[src/sv/hcbd_pkg.sv]
// ----------------------------------------------------------------------------
// HTTP chunked body decoder package
// Shared types and character constants for the chunked body decoder.
// ----------------------------------------------------------------------------
package hcbd_pkg;

    localparam int SIZE_BITS_DEFAULT = 16;

    localparam logic [7:0] CHAR_NUL   = 8'h00;
    localparam logic [7:0] CHAR_TAB   = 8'h09;
    localparam logic [7:0] CHAR_LF    = 8'h0A;
    localparam logic [7:0] CHAR_CR    = 8'h0D;
    localparam logic [7:0] CHAR_SPACE = 8'h20;

    typedef enum logic [2:0] {
        PH_SIZE,
        PH_SIZE_CR,
        PH_DATA,
        PH_DATA_CR,
        PH_DATA_LF,
        PH_DONE
    } phase_t;

    typedef enum logic [1:0] {
        OUT_BUSY     = 2'd0,
        OUT_COMPLETE = 2'd1,
        OUT_PROTO    = 2'd2,
        OUT_OVERFLOW = 2'd3
    } outcome_t;

    typedef struct packed {
        logic [7:0] body_byte;
        logic       is_last;
    } body_item_t;

    typedef struct packed {
        logic [7:0] data_byte;
        logic       data_valid;
        outcome_t   outcome;
    } result_item_t;

endpackage

[src/sv/http_chunked_body_decoder_unit.sv]
// An accepted body byte passes through the input register, then the result register.
// Throughput: one byte per cycle unless result_ready stalls the result register.
// The input register and the result register each hold one transaction.
// Reset: rst_n low clears both registers and returns the parser to the start of
// a size line with the outcome in progress.
// ----------------------------------------------------------------------------
// HTTP chunked body decoder
// Parses chunk size lines and CRLF framing one byte at a time, passes
// payload bytes through and reports a sticky outcome per body.
// ----------------------------------------------------------------------------
module http_chunked_body_decoder_unit #(
    parameter int SIZE_BITS = hcbd_pkg::SIZE_BITS_DEFAULT
) (
    input  logic                 clk,
    input  logic                 rst_n,
    input  logic                 body_valid,
    output logic                 body_ready,
    input  hcbd_pkg::body_item_t body,
    output logic                 result_valid,
    input  logic                 result_ready,
    output hcbd_pkg::result_item_t result
);
    import hcbd_pkg::*;

    // Input stage
    logic          s1_valid_reg;
    body_item_t    s1_item_reg;

    // Result stage
    logic          result_valid_reg;
    result_item_t  result_item_reg;
    result_item_t  result_item_next;

    // Parser state
    phase_t                 phase_reg, phase_next, phase_step;
    logic [SIZE_BITS-1:0]   chunk_left_reg, chunk_left_next, chunk_step;
    logic                   digits_closed_reg, digits_closed_next, closed_step;
    logic                   digit_seen_reg, digit_seen_next, seen_step;
    logic                   size_too_big_reg, size_too_big_next, big_step;
    outcome_t               final_outcome_reg, final_outcome_next, fo_step;

    logic       result_free;
    logic       advance;
    logic [7:0] b;
    logic       last;
    logic       hex_ok;
    logic [3:0] hex_val;
    logic [7:0] hex_diff;
    logic       text_en;
    logic       size_eol;

    assign result_free = !result_valid_reg || result_ready;
    assign advance     = s1_valid_reg && result_free;
    assign body_ready  = !s1_valid_reg || result_free;

    assign b    = s1_item_reg.body_byte;
    assign last = s1_item_reg.is_last;

    always_comb
    begin
        hex_ok   = 1'b1;
        hex_diff = b - 8'h30;
        if (b inside {[8'h30:8'h39]})
        begin
            hex_diff = b - 8'h30;
        end
        else if (b inside {[8'h61:8'h66]})
        begin
            hex_diff = b - 8'h57;
        end
        else if (b inside {[8'h41:8'h46]})
        begin
            hex_diff = b - 8'h37;
        end
        else
        begin
            hex_ok = 1'b0;
        end
        hex_val = hex_diff[3:0];
    end

    // Next state of the parser for the byte in the input stage.
    always_comb
    begin
        phase_step  = phase_reg;
        chunk_step  = chunk_left_reg;
        closed_step = digits_closed_reg;
        seen_step   = digit_seen_reg;
        big_step    = size_too_big_reg;
        fo_step     = final_outcome_reg;
        text_en     = 1'b0;
        size_eol    = 1'b0;

        case (phase_reg)
            PH_SIZE, PH_SIZE_CR:
            begin
                if (b == CHAR_NUL)
                begin
                    phase_step = PH_DONE;
                    fo_step    = OUT_PROTO;
                end
                else if (b == CHAR_CR)
                begin
                    // Only the first CR of a run counts as line text.
                    text_en    = (phase_reg == PH_SIZE);
                    phase_step = PH_SIZE_CR;
                end
                else if (b == CHAR_LF && phase_reg == PH_SIZE_CR)
                begin
                    size_eol = 1'b1;
                end
                else
                begin
                    text_en    = 1'b1;
                    phase_step = PH_SIZE;
                end
            end
            PH_DATA:
            begin
                chunk_step = chunk_left_reg - SIZE_BITS'(1);
                if (chunk_step == '0)
                begin
                    phase_step = PH_DATA_CR;
                end
            end
            PH_DATA_CR:
            begin
                if (b == CHAR_CR)
                begin
                    phase_step = PH_DATA_LF;
                end
                else
                begin
                    phase_step = PH_DONE;
                    fo_step    = OUT_PROTO;
                end
            end
            PH_DATA_LF:
            begin
                if (b == CHAR_LF)
                begin
                    phase_step  = PH_SIZE;
                    chunk_step  = '0;
                    closed_step = 1'b0;
                    seen_step   = 1'b0;
                    big_step    = 1'b0;
                end
                else
                begin
                    phase_step = PH_DONE;
                    fo_step    = OUT_PROTO;
                end
            end
            default:
            begin
            end
        endcase

        if (text_en && !digits_closed_reg)
        begin
            if (hex_ok)
            begin
                seen_step = 1'b1;
                if (!size_too_big_reg)
                begin
                    // Shifting in another digit overflows if the top nibble is busy.
                    if (chunk_left_reg[SIZE_BITS-1 -: 4] != 4'd0)
                    begin
                        big_step = 1'b1;
                    end
                    else
                    begin
                        chunk_step = {chunk_left_reg[SIZE_BITS-5:0], hex_val};
                    end
                end
            end
            else if (!(!digit_seen_reg && (b == CHAR_SPACE || b == CHAR_TAB)))
            begin
                closed_step = 1'b1;
            end
        end

        if (size_eol)
        begin
            if (size_too_big_reg)
            begin
                phase_step = PH_DONE;
                fo_step    = OUT_OVERFLOW;
            end
            else if (chunk_left_reg == '0)
            begin
                phase_step = PH_DONE;
                fo_step    = OUT_COMPLETE;
            end
            else
            begin
                phase_step = PH_DATA;
            end
        end

        if (last)
        begin
            phase_next         = PH_SIZE;
            chunk_left_next    = '0;
            digits_closed_next = 1'b0;
            digit_seen_next    = 1'b0;
            size_too_big_next  = 1'b0;
            final_outcome_next = OUT_BUSY;
        end
        else
        begin
            phase_next         = phase_step;
            chunk_left_next    = chunk_step;
            digits_closed_next = closed_step;
            digit_seen_next    = seen_step;
            size_too_big_next  = big_step;
            final_outcome_next = fo_step;
        end
    end

    // Result for the byte in the input stage.
    always_comb
    begin
        result_item_next.data_valid = (phase_reg == PH_DATA);
        result_item_next.data_byte  = (phase_reg == PH_DATA) ? b : 8'd0;
        if (last && fo_step == OUT_BUSY)
        begin
            // A body that ends while payload is still owed counts as overflow.
            result_item_next.outcome = (phase_step == PH_DATA) ? OUT_OVERFLOW : OUT_PROTO;
        end
        else
        begin
            result_item_next.outcome = fo_step;
        end
    end

    always_ff @(posedge clk or negedge rst_n)
    begin
        if (!rst_n)
        begin
            s1_valid_reg      <= 1'b0;
            result_valid_reg  <= 1'b0;
            phase_reg         <= PH_SIZE;
            chunk_left_reg    <= '0;
            digits_closed_reg <= 1'b0;
            digit_seen_reg    <= 1'b0;
            size_too_big_reg  <= 1'b0;
            final_outcome_reg <= OUT_BUSY;
        end
        else
        begin
            if (body_ready)
            begin
                s1_valid_reg <= body_valid;
            end
            if (result_free)
            begin
                result_valid_reg <= s1_valid_reg;
            end
            if (advance)
            begin
                phase_reg         <= phase_next;
                chunk_left_reg    <= chunk_left_next;
                digits_closed_reg <= digits_closed_next;
                digit_seen_reg    <= digit_seen_next;
                size_too_big_reg  <= size_too_big_next;
                final_outcome_reg <= final_outcome_next;
            end
        end
    end

    always_ff @(posedge clk)
    begin
        if (body_ready && body_valid)
        begin
            s1_item_reg <= body;
        end
        if (advance)
        begin
            result_item_reg <= result_item_next;
        end
    end

    assign result_valid = result_valid_reg;
    assign result       = result_item_reg;

endmodule

[config.mk]
export PLATFORM = sky130hd
export DESIGN_NAME = http_chunked_body_decoder_unit
export DESIGN_NICKNAME = d
export VERILOG_FILES = /design/src/sv/hcbd_pkg.sv /design/src/sv/http_chunked_body_decoder_unit.sv
export SDC_FILE = /design/constraint.sdc
export NUM_CORES = 1
export LEC_CHECK = 0
export ABC_CLOCK_PERIOD_IN_PS = 5200
export BUFFER_PORTS_ARGS = -buffer_cell sky130_fd_sc_hd__buf_2
export CORE_MARGIN = 2
export CORE_UTILIZATION = 45
export DETAILED_ROUTE_END_ITERATION = 6
export SLEW_MARGIN = 20
export SYNTH_ARGS = -nofsm -noshare
export SYNTH_HDL_FRONTEND = slang
export SYNTH_SLANG_ARGS = --single-unit
[constraint.sdc]
create_clock -name clk -period 5.2 [get_ports clk]
set_clock_uncertainty 0.2 [all_clocks]
set_input_delay 0.78 -clock clk [delete_from_list [all_inputs] [get_ports clk]]
set_output_delay 0.78 -clock clk [all_outputs]
set_load 0.01 [all_outputs]
==> flow_summary_export.csv <==
group,metric,value,unit
outcome,status,"finished clean",
route,drtAntennaViolNets,0,
layout,fin_area,3270,µm²
sta,rsz0062_at_grt,"false",
sta,hold_violations,0,
sta,fin_tns_setup,0,ns
die,chipHeight,86.0,µm
route,routedWlPerCell,17.8,µm
synthesis,synth_cell_type_count,60,
die,core_area,6420,µm²
worst_setup_path,worstPathArrival,2.92,ns
synthesis,synth.avg_cell_area,8.72,µm²
worst_setup_path,required,5.14,ns
clock_tree,cts_sinks,46,
synthesis,syn-num-nets,366,
synthesis,yosysWarnings,0,
global_routing,gr-total-overflow,0,
synthesis,synthCells,347,
worst_setup_path,crit_path_max_fanout,19,
sta,slew_violations,0,
layout,fillCellCount,616,
synthesis,ys_ff_latch,46,
sta,fin_crit,2.98,ns
synthesis,dominantRegCellSynth,"dfrtp_1",
synthesis,synth_simple_gate_area_share,26.7,%
clock_tree,ctsHoldBuffers,0,
synthesis,synth_compound_area_share,22.2,%
placement,gp_congestion,0.909,
worst_setup_path,path_class,"reg2reg",
layout,seqCellArea,1250,µm²
worst_setup_path,end_kind,"flop",
sta,max_slew_margin,32.6,%
synthesis,synth_top_family_by_area,"simple AND/OR/NAND/NOR gates",
layout,fin_nets,377,
route,route.detailed.drc,0,
placement,io_buffers,25,
synthesis,synth_mux_area_share,0.993,%
synthesis,ys_async_sr_fraction,56.5,%
clock_tree,clk_pin_slew,0.10,ns
die,die_x,86.0,µm
die,start_util,47.1,%
clock_tree,post_cts_buffers,0,
global_routing,grt_pass1_vias,2559,
placement,place_area,3160,µm²
placement,dpl.hpwl,5200,µm
power_and_ir_drop,powerDensity,279,nW/µm²
clock_tree,htree_levels,2,
route,viasPerCell,6.38,
global_routing,antenna_found_initial,0,
layout,syn_to_final_growth,8.02,%
clock_tree,post_cts_resized,0,
sta,fmax,335,MHz
sta,hold_slack,0.284,ns
layout,largest_reg_flops,16,
synthesis,synthAdderAreaFrac,2.48,%
sta,finalSetupViolations,0,
synthesis,synth_xor_xnor_area_share,1.45,%
die,ioPinCount,26,
global_routing,grt_pass1_wl,12700,µm
layout,drive_above_1_share,10.9,%
worst_setup_path,r2r_slack,2.22,ns
synthesis,syn-cell-area,3030,µm²
clock_tree,ctsRootBufferMaster,"clkbuf_8",
power_and_ir_drop,ir_worst_vdd,102,µV
run,maxCapViolCount,0,
die,die_area,7400,µm²
layout,multi_input_comb_area,1630,µm²
layout,final_common_cell,"nand2_1",
clock_tree,cts.path.max_buffers,2,
power_and_ir_drop,leakagePower,1.27,nW
worst_setup_path,cp-start-kind,"flop",
route,drtPass1Iterations,5,
clock_tree,clkLatencyLatePin,0.31,ns
min_path,hp-class,"in2async",
clock_tree,tritoncts,"yes",
synthesis,synth_seq_area_share,41.4,%
layout,antenna_cells,0,
route,drtIter0Drc,294,
route,num_vias,2780,
global_routing,grt_use_total,21.6,%
sta,worst_slew_pin_slew,1.00,ns
layout,mostFrequentLayoutCells,"38 x nand2_1, 26 x a21oi_1, 26 x dfrtp_1, 25 x buf_2, 24 x nor2_1",
clock_tree,cts_buffers,5,
global_routing,grt_max_degree,27,
synthesis,synth_edf_count,20,
sta,fin_crit_sh,57.3,%
die,std_cell_rows,29,
route,drt_wl_total,7770,µm
## power by group
group | leakage, nW | internal, W | switching [W]
combinational | 0.667 | 0.0000744 | 0.000129
sequential | 0.548 | 0.000403 | 0.0000313
clock | 0.0514 | 0.000144 | 0.000131
total | 1.27 | 0.000622 | 0.000292
## synthesized netlist by cell type, types with 3 or more instances
cell	number	area (µm²)
nor2_1	24	90.1
a21o_1	4	30.0
xnor2_1	5	43.8
nor4_1	5	31.3
a31oi_1	7	43.8
nand3_1	10	50.1
o21ai_1	19	95.1
o211ai_1	3	22.5
nand3b_1	3	22.5
nor3_1	11	55.1
dfrtp_1	26	651
o21bai_1	3	22.5
nor3b_1	8	60.1
inv_1	12	45.0
nand2_1	38	143
o22ai_1	7	43.8
and3_1	10	62.6
nand4_1	11	68.8
o21ai_0	12	60.1
mux2i_1	3	30.0
clkbuf_1	18	67.6
or4_1	3	22.5
nand2b_1	6	37.5
edfxtp_1	20	601
nor2b_1	3	18.8
ha_1	6	75.1
a21oi_1	26	130
o31ai_1	5	37.5
## worst max-delay path, stage by stage (launching register included)
cell and delay (ns):
dfrtp_1 0.63, nor2_1 0.23, nand2_1 0.51, clkinv_1 0.64
o21ai_0 0.24, nand3_1 0.10, a21oi_1 0.18, a21oi_1 0.08
## layer usage
metal	vias to the layer above	wire length [µm]	GRT usage [%]
li1	1318	-	-
met1	1335	3730	31.2
met2	117	3430	32.8
met3	10	518	3.56
met4	0	91	7.36
met5	-	0	0
## cells by family after synthesis
group                      after synthesis
xor gates and xnor gates                 5
adders and majority gates                6
buffers and inverters                   35
DFF                                     46
and+or+nand+nor                        147
AOI/OAI and AO/OA                      105
muxes                                    3
## through the flow
step / worst slack (ns) / total power (W) / cells / utilization (%)
detailed placement: 2.13 / 0.000642 / 428 / 49.2
floorplan: 2.57 / 0.000584 / 347 / -
global route: 1.97 / 0.000957 / 436 / 50.9
global placement: 2.10 / 0.000641 / 428 / 49.2
CTS: 2.27 / 0.000916 / 436 / 50.9
finish: 2.22 / 0.000913 / 436 / 50.9
## worst paths after layout
| path | startpoint | endpoint | depth (start not counted) |
|---|---|---|---|
| min reg2reg | digit_seen_reg | digit_seen_reg | 2 |
| max | phase_reg[0] | chunk_left_reg[5] | 7 |
| max in group asynchronous | rst_n | chunk_left_reg[4] | 1 |
| min | rst_n | phase_reg[2] | 1 |
| min in group clk | digit_seen_reg | digit_seen_reg | 2 |
| max reg2reg | phase_reg[0] | chunk_left_reg[5] | 7 |
## area by class of cell
type                       instances  share of cell area (%)
clock inverter                     2                    1.15
multi-input combinational        266                    49.8
inverter                          13                    1.49
tap                               77                    2.95
timing repair buffer              26                    4.06
clock buffer                       6                    2.22
sequential                        46                    38.3
Power figures use the tool's default switching activity.
